### src/tpqs_pkg.sv
// ----------------------------------------------------------------------------
// tpqs_pkg
// Shared types and constants for the three-level priority queue scheduler.
// ----------------------------------------------------------------------------
package tpqs_pkg;

   localparam int QueueDepthDefault  = 16;
   localparam int HandleWidthDefault = 16;

   localparam int ModeWidth   = 2;
   localparam int LevelWidth  = 2;
   localparam int StatusWidth = 2;
   localparam int BurstWidth  = 8;
   localparam int NumLevels   = 3;

   localparam logic [BurstWidth-1:0] BurstLimitReset = 8'd4;

   typedef enum logic [ModeWidth-1:0] {
      OP_ENQ  = 2'd0,
      OP_DEQ  = 2'd1,
      OP_STOP = 2'd2,
      OP_NONE = 2'd3
   } op_type;

   typedef enum logic [LevelWidth-1:0] {
      LVL_LOW    = 2'd0,
      LVL_NORMAL = 2'd1,
      LVL_HIGH   = 2'd2
   } level_type;

   typedef enum logic [StatusWidth-1:0] {
      ST_OK      = 2'd0,
      ST_STOPPED = 2'd1,
      ST_FULL    = 2'd2,
      ST_EMPTY   = 2'd3
   } status_type;

   typedef struct packed {
      op_type    op;
      level_type level;
   } cmd_ctl_type;

endpackage

### src/tpqs_front.sv
// ----------------------------------------------------------------------------
// tpqs_front
// Request intake: unpacks a request word and classifies it into a command.
// ----------------------------------------------------------------------------
module tpqs_front
   import tpqs_pkg::*;
#(
   parameter int HANDLE_WIDTH = HandleWidthDefault,
   parameter int DATA_WIDTH   = 24
) (
   input  logic                    req_tvalid,
   output logic                    req_tready,
   input  logic [ModeWidth-1:0]    req_tuser,
   input  logic [DATA_WIDTH-1:0]   req_tdata,
   output logic                    cmd_valid,
   input  logic                    cmd_ready,
   output cmd_ctl_type             cmd_ctl,
   output logic [HANDLE_WIDTH-1:0] cmd_handle
);

   logic [LevelWidth-1:0] prio_raw;

   assign prio_raw   = req_tdata[LevelWidth-1:0];
   assign cmd_handle = req_tdata[LevelWidth +: HANDLE_WIDTH];
   assign cmd_valid  = req_tvalid;
   assign req_tready = cmd_ready;

   always_comb begin
      cmd_ctl.op = op_type'(req_tuser);
      unique case (prio_raw)
         2'd0:    cmd_ctl.level = LVL_LOW;
         2'd1:    cmd_ctl.level = LVL_NORMAL;
         default: cmd_ctl.level = LVL_HIGH;  // priority three counts as high
      endcase
   end

endmodule

### src/tpqs_cmd_queue.sv
// ----------------------------------------------------------------------------
// tpqs_cmd_queue
// Two-entry command queue between the intake and the queue engine.
// ----------------------------------------------------------------------------
module tpqs_cmd_queue
   import tpqs_pkg::*;
#(
   parameter int HANDLE_WIDTH = HandleWidthDefault
) (
   input  logic                    clock,
   input  logic                    reset,
   input  logic                    in_valid,
   output logic                    in_ready,
   input  cmd_ctl_type             in_ctl,
   input  logic [HANDLE_WIDTH-1:0] in_handle,
   output logic                    out_valid,
   input  logic                    out_ready,
   output cmd_ctl_type             out_ctl,
   output logic [HANDLE_WIDTH-1:0] out_handle
);

   cmd_ctl_type             ctl_ff [2];
   logic [HANDLE_WIDTH-1:0] hnd_ff [2];
   logic                    wr_ptr_ff, wr_ptr_in;
   logic                    rd_ptr_ff, rd_ptr_in;
   logic [1:0]              count_ff, count_in;
   logic                    push, pop;

   assign in_ready   = (count_ff != 2'd2);
   assign out_valid  = (count_ff != 2'd0);
   assign push       = in_valid && in_ready;
   assign pop        = out_valid && out_ready;
   assign out_ctl    = ctl_ff[rd_ptr_ff];
   assign out_handle = hnd_ff[rd_ptr_ff];

   always_comb begin
      wr_ptr_in = push ? ~wr_ptr_ff : wr_ptr_ff;
      rd_ptr_in = pop ? ~rd_ptr_ff : rd_ptr_ff;
      count_in  = count_ff + {1'b0, push} - {1'b0, pop};
   end

   always_ff @(posedge clock) begin
      if (reset) begin
         wr_ptr_ff <= 1'b0;
         rd_ptr_ff <= 1'b0;
         count_ff  <= 2'd0;
      end else begin
         wr_ptr_ff <= wr_ptr_in;
         rd_ptr_ff <= rd_ptr_in;
         count_ff  <= count_in;
      end
   end

   always_ff @(posedge clock) begin
      if (push) begin
         ctl_ff[wr_ptr_ff] <= in_ctl;
         hnd_ff[wr_ptr_ff] <= in_handle;
      end
   end

endmodule

### src/tpqs_engine.sv
// ----------------------------------------------------------------------------
// tpqs_engine
// Queue engine: three handle FIFOs, burst-limited strict priority grant,
// stop flag and the registered response stage.
// ----------------------------------------------------------------------------
module tpqs_engine
   import tpqs_pkg::*;
#(
   parameter int QUEUE_DEPTH  = QueueDepthDefault,
   parameter int HANDLE_WIDTH = HandleWidthDefault
) (
   input  logic                    clock,
   input  logic                    reset,
   input  logic                    csr_wr_en,
   input  logic [BurstWidth-1:0]   csr_wr_data,
   input  logic                    cmd_valid,
   output logic                    cmd_ready,
   input  cmd_ctl_type             cmd_ctl,
   input  logic [HANDLE_WIDTH-1:0] cmd_handle,
   output logic                    rsp_valid,
   input  logic                    rsp_ready,
   output status_type              rsp_status,
   output logic [HANDLE_WIDTH-1:0] rsp_handle,
   output level_type               rsp_level
);

   localparam int PtrWidth = (QUEUE_DEPTH > 1) ? $clog2(QUEUE_DEPTH) : 1;
   localparam int CntWidth = $clog2(QUEUE_DEPTH + 1);

   logic [PtrWidth-1:0]     head_ff  [NumLevels];
   logic [PtrWidth-1:0]     tail_ff  [NumLevels];
   logic [CntWidth-1:0]     count_ff [NumLevels];
   logic [HANDLE_WIDTH-1:0] rd_ff    [NumLevels];

   logic [NumLevels-1:0]  nonempty, full, push, pop;
   logic                  load;

   logic [BurstWidth-1:0] limit_ff, limit_in;
   logic [BurstWidth-1:0] run_ff, run_in;
   logic                  stopped_ff, stopped_in;
   logic                  rsp_valid_ff, rsp_valid_in;
   status_type            status_ff, status_in;
   logic                  grant_ff, grant_in;
   level_type             level_ff, level_in;

   assign cmd_ready = !rsp_valid_ff || rsp_ready;
   assign load      = cmd_valid && cmd_ready;

   for (genvar l = 0; l < NumLevels; l++) begin : g_level
      logic [HANDLE_WIDTH-1:0] mem [QUEUE_DEPTH];
      logic [PtrWidth-1:0]     head_in, tail_in;
      logic [CntWidth-1:0]     count_in;

      assign nonempty[l] = (count_ff[l] != '0);
      assign full[l]     = (count_ff[l] == CntWidth'(QUEUE_DEPTH));

      always_comb begin
         head_in  = head_ff[l];
         tail_in  = tail_ff[l];
         count_in = count_ff[l];
         if (push[l]) begin
            tail_in  = (tail_ff[l] == PtrWidth'(QUEUE_DEPTH - 1)) ? '0 : tail_ff[l] + 1'b1;
            count_in = count_ff[l] + 1'b1;
         end
         if (pop[l]) begin
            head_in  = (head_ff[l] == PtrWidth'(QUEUE_DEPTH - 1)) ? '0 : head_ff[l] + 1'b1;
            count_in = count_ff[l] - 1'b1;
         end
      end

      always_ff @(posedge clock) begin
         if (reset) begin
            head_ff[l]  <= '0;
            tail_ff[l]  <= '0;
            count_ff[l] <= '0;
         end else begin
            head_ff[l]  <= head_in;
            tail_ff[l]  <= tail_in;
            count_ff[l] <= count_in;
         end
      end

      always_ff @(posedge clock) begin
         if (push[l]) begin
            mem[tail_ff[l]] <= cmd_handle;
         end
         if (pop[l]) begin
            rd_ff[l] <= mem[head_ff[l]];
         end
      end
   end

   always_comb begin
      push       = '0;
      pop        = '0;
      status_in  = ST_OK;
      grant_in   = 1'b0;
      level_in   = LVL_LOW;
      run_in     = run_ff;
      stopped_in = stopped_ff;
      limit_in   = csr_wr_en ? csr_wr_data : limit_ff;
      if (load) begin
         unique case (cmd_ctl.op)
            OP_ENQ: begin
               priority if (stopped_ff) begin
                  status_in = ST_STOPPED;
               end else if (full[cmd_ctl.level]) begin
                  status_in = ST_FULL;
               end else begin
                  push[cmd_ctl.level] = 1'b1;
               end
            end
            OP_DEQ: begin
               priority if (stopped_ff) begin
                  status_in = ST_STOPPED;
               end else if (nonempty[LVL_HIGH] && (run_ff < limit_ff)) begin
                  pop[LVL_HIGH] = 1'b1;
                  grant_in      = 1'b1;
                  level_in      = LVL_HIGH;
                  run_in        = run_ff + 1'b1;
               end else if (nonempty[LVL_NORMAL]) begin
                  pop[LVL_NORMAL] = 1'b1;
                  grant_in        = 1'b1;
                  level_in        = LVL_NORMAL;
                  run_in          = '0;
               end else if (nonempty[LVL_LOW]) begin
                  pop[LVL_LOW] = 1'b1;
                  grant_in     = 1'b1;
                  level_in     = LVL_LOW;
                  run_in       = '0;
               end else if (nonempty[LVL_HIGH]) begin
                  // only high work left past the limit: serve it, keep the run
                  pop[LVL_HIGH] = 1'b1;
                  grant_in      = 1'b1;
                  level_in      = LVL_HIGH;
               end else begin
                  status_in = ST_EMPTY;
               end
            end
            OP_STOP: stopped_in = 1'b1;
            OP_NONE: ;
         endcase
      end
      priority if (load) begin
         rsp_valid_in = 1'b1;
      end else if (rsp_ready) begin
         rsp_valid_in = 1'b0;
      end else begin
         rsp_valid_in = rsp_valid_ff;
      end
   end

   always_ff @(posedge clock) begin
      if (reset) begin
         limit_ff     <= BurstLimitReset;
         run_ff       <= '0;
         stopped_ff   <= 1'b0;
         rsp_valid_ff <= 1'b0;
      end else begin
         limit_ff     <= limit_in;
         run_ff       <= run_in;
         stopped_ff   <= stopped_in;
         rsp_valid_ff <= rsp_valid_in;
      end
   end

   always_ff @(posedge clock) begin
      if (load) begin
         status_ff <= status_in;
         grant_ff  <= grant_in;
         level_ff  <= level_in;
      end
   end

   assign rsp_valid  = rsp_valid_ff;
   assign rsp_status = status_ff;
   assign rsp_level  = level_ff;

   always_comb begin
      rsp_handle = '0;
      if (grant_ff) begin
         unique case (level_ff)
            LVL_LOW:    rsp_handle = rd_ff[LVL_LOW];
            LVL_NORMAL: rsp_handle = rd_ff[LVL_NORMAL];
            default:    rsp_handle = rd_ff[LVL_HIGH];
         endcase
      end
   end

endmodule

### src/three_level_priority_queue_scheduler_unit.sv
// ----------------------------------------------------------------------------
// three_level_priority_queue_scheduler_unit
// A request passes through the command queue and then the registered response stage.
// Throughput: 1 word per cycle while the response side accepts; the two-entry command queue and the response
// register let intake and engine stall independently.
// Reset: synchronous; all queues empty, run count 0, running, burst limit 4.
// ----------------------------------------------------------------------------
module three_level_priority_queue_scheduler_unit
   import tpqs_pkg::*;
#(
   parameter int QUEUE_DEPTH  = QueueDepthDefault,
   parameter int HANDLE_WIDTH = HandleWidthDefault
) (
   input  logic                                         clock,
   input  logic                                         reset,
   input  logic                                         csr_wr_en,
   input  logic [BurstWidth-1:0]                        csr_wr_data,
   input  logic                                         req_tvalid,
   output logic                                         req_tready,
   input  logic [ModeWidth-1:0]                         req_tuser,  // mode
   input  logic [((LevelWidth+HANDLE_WIDTH+7)/8)*8-1:0] req_tdata,  // priority_req, job_handle
   output logic                                         rsp_tvalid,
   input  logic                                         rsp_tready,
   output logic [StatusWidth-1:0]                       rsp_tuser,  // status
   output logic [((HANDLE_WIDTH+LevelWidth+7)/8)*8-1:0] rsp_tdata   // granted_handle, granted_priority
);

   localparam int ReqDataWidth = ((LevelWidth + HANDLE_WIDTH + 7) / 8) * 8;
   localparam int RspDataWidth = ((HANDLE_WIDTH + LevelWidth + 7) / 8) * 8;

   logic                    f_valid, f_ready;
   cmd_ctl_type             f_ctl;
   logic [HANDLE_WIDTH-1:0] f_handle;
   logic                    q_valid, q_ready;
   cmd_ctl_type             q_ctl;
   logic [HANDLE_WIDTH-1:0] q_handle;
   status_type              e_status;
   logic [HANDLE_WIDTH-1:0] e_handle;
   level_type               e_level;

   tpqs_front #(
      .HANDLE_WIDTH (HANDLE_WIDTH),
      .DATA_WIDTH   (ReqDataWidth)
   ) u_front (
      .req_tvalid (req_tvalid),
      .req_tready (req_tready),
      .req_tuser  (req_tuser),
      .req_tdata  (req_tdata),
      .cmd_valid  (f_valid),
      .cmd_ready  (f_ready),
      .cmd_ctl    (f_ctl),
      .cmd_handle (f_handle)
   );

   tpqs_cmd_queue #(
      .HANDLE_WIDTH (HANDLE_WIDTH)
   ) u_cmd_queue (
      .clock      (clock),
      .reset      (reset),
      .in_valid   (f_valid),
      .in_ready   (f_ready),
      .in_ctl     (f_ctl),
      .in_handle  (f_handle),
      .out_valid  (q_valid),
      .out_ready  (q_ready),
      .out_ctl    (q_ctl),
      .out_handle (q_handle)
   );

   tpqs_engine #(
      .QUEUE_DEPTH  (QUEUE_DEPTH),
      .HANDLE_WIDTH (HANDLE_WIDTH)
   ) u_engine (
      .clock       (clock),
      .reset       (reset),
      .csr_wr_en   (csr_wr_en),
      .csr_wr_data (csr_wr_data),
      .cmd_valid   (q_valid),
      .cmd_ready   (q_ready),
      .cmd_ctl     (q_ctl),
      .cmd_handle  (q_handle),
      .rsp_valid   (rsp_tvalid),
      .rsp_ready   (rsp_tready),
      .rsp_status  (e_status),
      .rsp_handle  (e_handle),
      .rsp_level   (e_level)
   );

   assign rsp_tuser = e_status;
   assign rsp_tdata = RspDataWidth'({e_level, e_handle});

endmodule

### config.mk
export PLATFORM = sky130hd
export DESIGN_NAME = three_level_priority_queue_scheduler_unit
export DESIGN_NICKNAME = d
export VERILOG_FILES = /design/src/tpqs_pkg.sv /design/src/tpqs_front.sv /design/src/tpqs_cmd_queue.sv /design/src/tpqs_engine.sv /design/src/three_level_priority_queue_scheduler_unit.sv
export SDC_FILE = /design/constraint.sdc
export NUM_CORES = 1
export LEC_CHECK = 0
export ABC_AREA = 1
export BUFFER_PORTS_ARGS = -buffer_cell sky130_fd_sc_hd__buf_2
export CAP_MARGIN = 5
export CORE_ASPECT_RATIO = 1.1
export CORE_MARGIN = 3
export CORE_UTILIZATION = 40
export CTS_CLUSTER_DIAMETER = 50
export CTS_CLUSTER_SIZE = 30
export DETAILED_ROUTE_END_ITERATION = 10
export MAX_ROUTING_LAYER = met4
export PLACE_DENSITY = 0.6
export SLEW_MARGIN = 20
export SYNTH_ARGS = -nofsm -noshare
export SYNTH_HDL_FRONTEND = slang
export SYNTH_SLANG_ARGS = --single-unit
### constraint.sdc
create_clock -name clock -period 2.6 [get_ports clock]
set_input_delay 0.13 -clock clock [delete_from_list [all_inputs] [get_ports clock]]
set_output_delay 0.13 -clock clock [all_outputs]
set_load 0.02 [all_outputs]
Word level (Yosys, flattened, before mapping) --
Memories as Yosys holds them, arrays and structs flattened. A register that Yosys moved wholly into a read port is not among the register bits. Cells that the tools add are included.
Word-level totals: flip-flop bits (word level) 27, bits in writable memories 895, bits of input ports 39, output and inout port bits 28, word-level logic and storage cells 182, memories 9
Memories:
- u_engine.g_level[0].mem | words 16, bits a word 16, read ports 1, clocked after memory_dff 0, write ports 1, line tpqs_engine.sv:50 | logic [HANDLE_WIDTH-1:0] mem [QUEUE_DEPTH];
- u_engine.g_level[1].mem | words 16, bits a word 16, read ports 1, clocked after memory_dff 0, write ports 1, line tpqs_engine.sv:50
- u_engine.g_level[2].mem | words 16, bits a word 16, read ports 1, clocked after memory_dff 0, write ports 1, line tpqs_engine.sv:50
- u_engine.rd_ff | words 3, bits a word 16, read ports 3, clocked after memory_dff 0, write ports 1, line tpqs_engine.sv:33 | logic [HANDLE_WIDTH-1:0] rd_ff [NumLevels];
- u_cmd_queue.hnd_ff | words 2, bits a word 16, read ports 1, clocked after memory_dff 1, write ports 1, line tpqs_cmd_queue.sv:23 | logic [HANDLE_WIDTH-1:0] hnd_ff [2];
- u_engine.count_ff | words 3, bits a word 5, read ports 3, clocked after memory_dff 0, write ports 3, line tpqs_engine.sv:32 | logic [CntWidth-1:0] count_ff [NumLevels];
- 3 more memories
Cells by class: add/subtract/negate cells 15, magnitude comparators 3, equality and inequality tests 14, multiplexer cells 96, bitwise logic cells 13, reductions and logical operators 21
Operator list (count):
- two-way mux 4 bit | 18
- two-way mux 16 bit | 3
- two-way mux 5 bit | 9
- two-way mux 1 bit | 37
- one-hot mux 16 bit (2 select lines) | 1
- OR reduction 16 bit | 2
- two-way mux 2 bit | 14
- adder 4 x 1 -> 4 bit, second input constant | 6
- == test 4 bit, second input constant | 6
- two-way mux 8 bit | 3
- two-way mux 3 bit | 7
- adder 5 x 1 -> 5 bit, second input constant | 3
- == test 5 bit, second input constant | 3
- nonzero test 5 bit | 3
- subtractor 5 x 1 -> 5 bit, second input constant | 3
- OR 1 bit | 9
- adder 8 x 1 -> 8 bit, second input constant | 1
- less-than comparator 8 bit | 1
- one-hot mux 2 bit (2 select lines) | 2
- == test 2 x 1 -> 1 bit, second input constant | 3
- zero test 2 bit | 3
- logical AND 1 bit | 4
- NOT 1 bit | 4
- AND reduction 4 bit | 1
- 15 further kinds | 16

Longest topological paths before layout --
An unclocked memory read counts as a cell.
depth after elaboration 14, mapped depth 19, mapped depth without buffers 19

Hierarchy --
A second synthesis with hierarchy kept.
Second synthesis, totals: cell total of the unflattened synthesis 2870, area, all modules 37393.4 um^2
By module, submodules not included:
- tpqs_engine | instances 1, cells an instance 2741, area each 35415.2 um^2, sequential area each 25794.7 um^2
- tpqs_cmd_queue | instances 1, cells an instance 99, area each 1767.9 um^2, sequential area each 1301.2 um^2
- tpqs_front | instances 1, cells an instance 23, area each 161.4 um^2, sequential area each 0.0 um^2
- three_level_priority_queue_scheduler_unit | instances 1, cells an instance 7, area each 48.8 um^2, sequential area each 0.0 um^2

Worst setup path after synthesis --
OpenSTA, ideal clock, no wires.
kind register to register, from reg u_engine.run_ff[5], to mem u_engine.count_ff[2][4] in the netlist's numbering, library setup time 0.115 ns, arrival 2.640 ns, data required time 2.485 ns, slack -0.155 ns, cell stages (with the launch flop) 17, path buffers 0, clock period less this slack 2.755 ns, path through dfxtp_1 ha_1 a21oi_1 o21ai_0 nor2_1 nand2_2 nand2_1 nand2_1 inv_1 ha_1 nand2_1 nand2_1 a21oi_1 nand3b_1 nand3_1 nand2_1 nor2_1
RTL lines:
- start, declared | line tpqs_engine.sv:39 | logic [BurstWidth-1:0] run_ff, run_in;
- start signal, assigned | line tpqs_engine.sv:161 | run_ff <= run_in;
- end, declared | line tpqs_engine.sv:32

Final worst setup path --
from reg u_engine.level_ff[0], in the netlist u_engine.rsp_level[0], to out rsp_tdata[12]
Between the ends: longest elaborated chain between the ends 3, elaborated cells on any way between the ends 4, classes of those cells 1 x eq/ne; 2 x mux; 1 x reduce/logical
RTL lines:
- start, declared | line tpqs_engine.sv:44 | level_type level_ff, level_in;
- start signal, assigned | line tpqs_engine.sv:171 | level_ff <= level_in;
- == test 2 x 1 -> 1 bit / zero test 2 bit (equally long branches) | line tpqs_engine.sv:182 | unique case (level_ff)
- one-hot mux 16 bit (2 select lines) (*) | line tpqs_engine.sv:182
- two-way mux 16 bit (*) | line tpqs_engine.sv:181 | if (grant_ff) begin
- end, declared | line three_level_priority_queue_scheduler_unit.sv:25 | output logic [((HANDLE_WIDTH+LevelWidth+7)/8)*8-1:0] rsp_tdata
Every way passes the cells marked *; elsewhere a longest branch is shown, timed or not.

==> flow_metrics.env <==
export IMPL_io_pins=67
export IMPL_n_fill_cell=7821
export IMPL_worst_slew_pin_slew_ns=0.787
export IMPL_layout_common_cells="edfxtp_1 (861), nor2_1 (517), o21ai_0 (380)"
export IMPL_drtAntennaViolNets=0
export IMPL_seq_area_sq_um=27100
export IMPL_clock_latency_ns=0.65
export IMPL_io_buffer_count=54
export IMPL_grt_overflow_total=0
export IMPL_total_power_mw=41.0
export IMPL_antenna_found_initial=7
export IMPL_multi_input_area_sq_um=8930
export IMPL_fmax_mhz=401
export IMPL_syn_avg_cell_area_sq_um=12.7
export IMPL_reg2reg_slack_ns=0.11
export IMPL_drt_iter0_drc=2217
export IMPL_max_slew_margin=0.475
export IMPL_outcome="completed"
export IMPL_power_density_nw_per_um2=943
export IMPL_setup_violations_final=0
export IMPL_gp_congestion=0.909
export IMPL_critPathLaunchType="register"
export IMPL_clk_pin_slew_ns=0.07
export IMPL_synth_cell_type_count=47
export IMPL_crit_fanout=16
export IMPL_critPathKind="register to output pin"
export IMPL_cts_buffer_depth=3
export IMPL_final_nets=3152
export IMPL_coreArea_sq_um=91300
export IMPL_timing_hold_ws_ns=0.212
export IMPL_floorplan_initialDensity=0.405
export IMPL_fp_dieH_microns=325
export IMPL_p_leak_nw=14.7
export IMPL_hold_violations=0
export IMPL_cts_max_level=3
export IMPL_peakVddDrop_uv=854
export IMPL_grt_pass1_vias=23451
export IMPL_viasPerCell=5.52
export IMPL_grt_pass1_wl_microns=142000
export IMPL_rows=116
export IMPL_period_needed_ns=2.50
export IMPL_syn2layout_area_growth_pct=17.6
export IMPL_cap_violations=0
export IMPL_final_max_slew_viol_count=0
export IMPL_critPathRequiredTime_ns=2.47
export IMPL_num_vias=23889
export IMPL_cp_arrival_ns=2.37
export IMPL_cts_tree="built"
export IMPL_die_w_microns=296
export IMPL_drive_gt1_frac=0.144
export IMPL_final_common_cell="edfxtp_1"
export IMPL_numCtsBuffers=84
export IMPL_drc=0
export IMPL_firstDrtPassIters=5
export IMPL_hold_class="input port to register"
export IMPL_synth_cells=2914
export IMPL_ys_warn_count=0
export IMPL_fin_skew_ns=0.0325
export IMPL_grt_max_degree=79
export IMPL_critPathCaptureType="output pin"
export IMPL_grt_total_usage=0.200
export IMPL_die_area_sq_um=96000
export IMPL_holdPathStages=2
export IMPL_ys_seq_elements=923
export IMPL_cts_root_buf="clkbuf_16"
export IMPL_netlist_area_sq_um=36900
export IMPL_worstRegToRegCells=15
export IMPL_ys_seq_area_frac=0.733
export IMPL_post_dp_hpwl_microns=57800
export IMPL_rsz0062_at_grt="true"
export IMPL_avgRoutedWirePerCell_microns=21.9
export IMPL_routed_wl_microns=94600
export IMPL_cts_sinks=923
export IMPL_finalCritPeriodShare=0.960
==> per-stage QoR <==
step	std cells	area, sq um	setup WS, ns	TNS, ns	utilization
final	4328	43500	0.103	0	0.476
after global routing	4327	43400	-0.0464	-0.118	0.476
after CTS	4323	43300	0.0108	0	0.474
after detailed placement	4123	39900	-0.0306	-0.0306	0.437
after global placement	4123	39900	-0.00772	-0.00772	0.437
after floorplan	2919	37000	-0.0540	-0.0540	-
==> cell families after synthesis <==
group                    count (synthesis)  share of synthesized area
buffers and inverters                  305                     0.0325
other                                    1                   0.000102
multiplexers                            27                    0.00732
adder cells (fa/ha/maj)                 37                     0.0131
AO/OA/AOI/OAI                          654                      0.105
AND/OR/NAND/NOR                        946                      0.104
XOR/XNOR                                21                    0.00498
flip-flops                             923                      0.733
==> critical path: stages (launching register included) <==
cell      delay (ns)
edfxtp_1        0.57
or2_4           0.39
nor2_1          0.19
o21ai_0         0.12
inv_1           0.23
buf_2           0.22
==> what timing repair did <==
action / in CTS / in global routing
resized for setup: 2 / 45
setup buffers: 3 / 3
endpoints found under the setup margin: 17 / 444
pin swaps: 1 / 14
endpoints found under the hold margin: 52 / 0
hold buffers: 41 / 0
==> layout make-up <==
cell class | count | area share
multi-input combinational | 1691 | 0.205
inverter | 136 | 0.0122
clock buffer | 88 | 0.0487
antenna | 2 | 0.000115
clock inverter | 68 | 0.0183
timing repair buffer | 240 | 0.0572
tap | 1180 | 0.0340
sequential | 923 | 0.624
==> Yosys cell counts (all sizes together) <==
library cell,instances,share of area
a211oi,3,0.00061
a21oi,49,0.0066
a22oi,1,0.00020
and2,1,0.00017
and2b,1,0.00027
buf,25,0.0039
clkbuf,144,0.015
clkinv,7,0.00085
conb,1,0.00010
dfxtp,62,0.034
edfxtp,861,0.70
fa,3,0.0016
ha,34,0.012
inv,129,0.013
mux2i,27,0.0073
nand2,282,0.030
nand3,109,0.015
nand3b,3,0.00061
nand4,7,0.0012
nor2,535,0.055
nor3,5,0.00081
o211ai,20,0.0041
o21ai,388,0.053
o221ai,76,0.018
o22ai,79,0.013
o31ai,1,0.00020
o32ai,37,0.0088
or2,3,0.00051
xnor2,4,0.00095
xor2,17,0.0040
==> final timing paths <==
path / startpoint / to
worst max-delay path: u_engine.rsp_level[0] / rsp_tdata[12]
worst min-delay path: req_tdata[14] / u_cmd_queue.hnd_ff[0][12]
worst max register to register: u_engine.run_ff[5] / u_engine.count_ff[1][3]
worst min register to register: u_cmd_queue.rd_ptr_ff / u_cmd_queue.rd_ptr_ff
==> routing by layer <==
| layer | up-vias | global-route usage | share of wire |
|---|---|---|---|
| met4 | 0 | 0.0733 | 0.033 |
| met1 | 11854 | 0.260 | 0.41 |
| met3 | 169 | 0.0294 | 0.069 |
| li1 | 10953 | - | - |
| met2 | 913 | 0.320 | 0.49 |
| met5 | - | - | 0 |
==> sequential cells by signal (all words and copies together) (netlist names), named ones only <==
signal / cells
u_cmd_queue.wr_ptr_ff: 1
u_cmd_queue.count_ff: 2
u_engine.rsp_valid: 1
u_cmd_queue.ctl_ff: 8
u_cmd_queue.rd_ptr_ff: 1
u_engine.rd_ff: 48
u_cmd_queue.hnd_ff: 32
u_engine.run_ff: 8
u_engine.grant_ff: 1
u_engine.stopped_ff: 1
u_engine.limit_ff: 8
u_engine.rsp_status: 2
u_engine.head_ff: 12
u_engine.count_ff: 15
u_engine.g_level.mem: 768
u_engine.tail_ff: 12
u_engine.rsp_level: 2
==> power breakdown <==
part           switching (mW)  internal (mW)
sequential              0.543           18.3
clock                    6.11           6.72
combinational            6.68           2.59
Power figures use the tool's default switching activity.
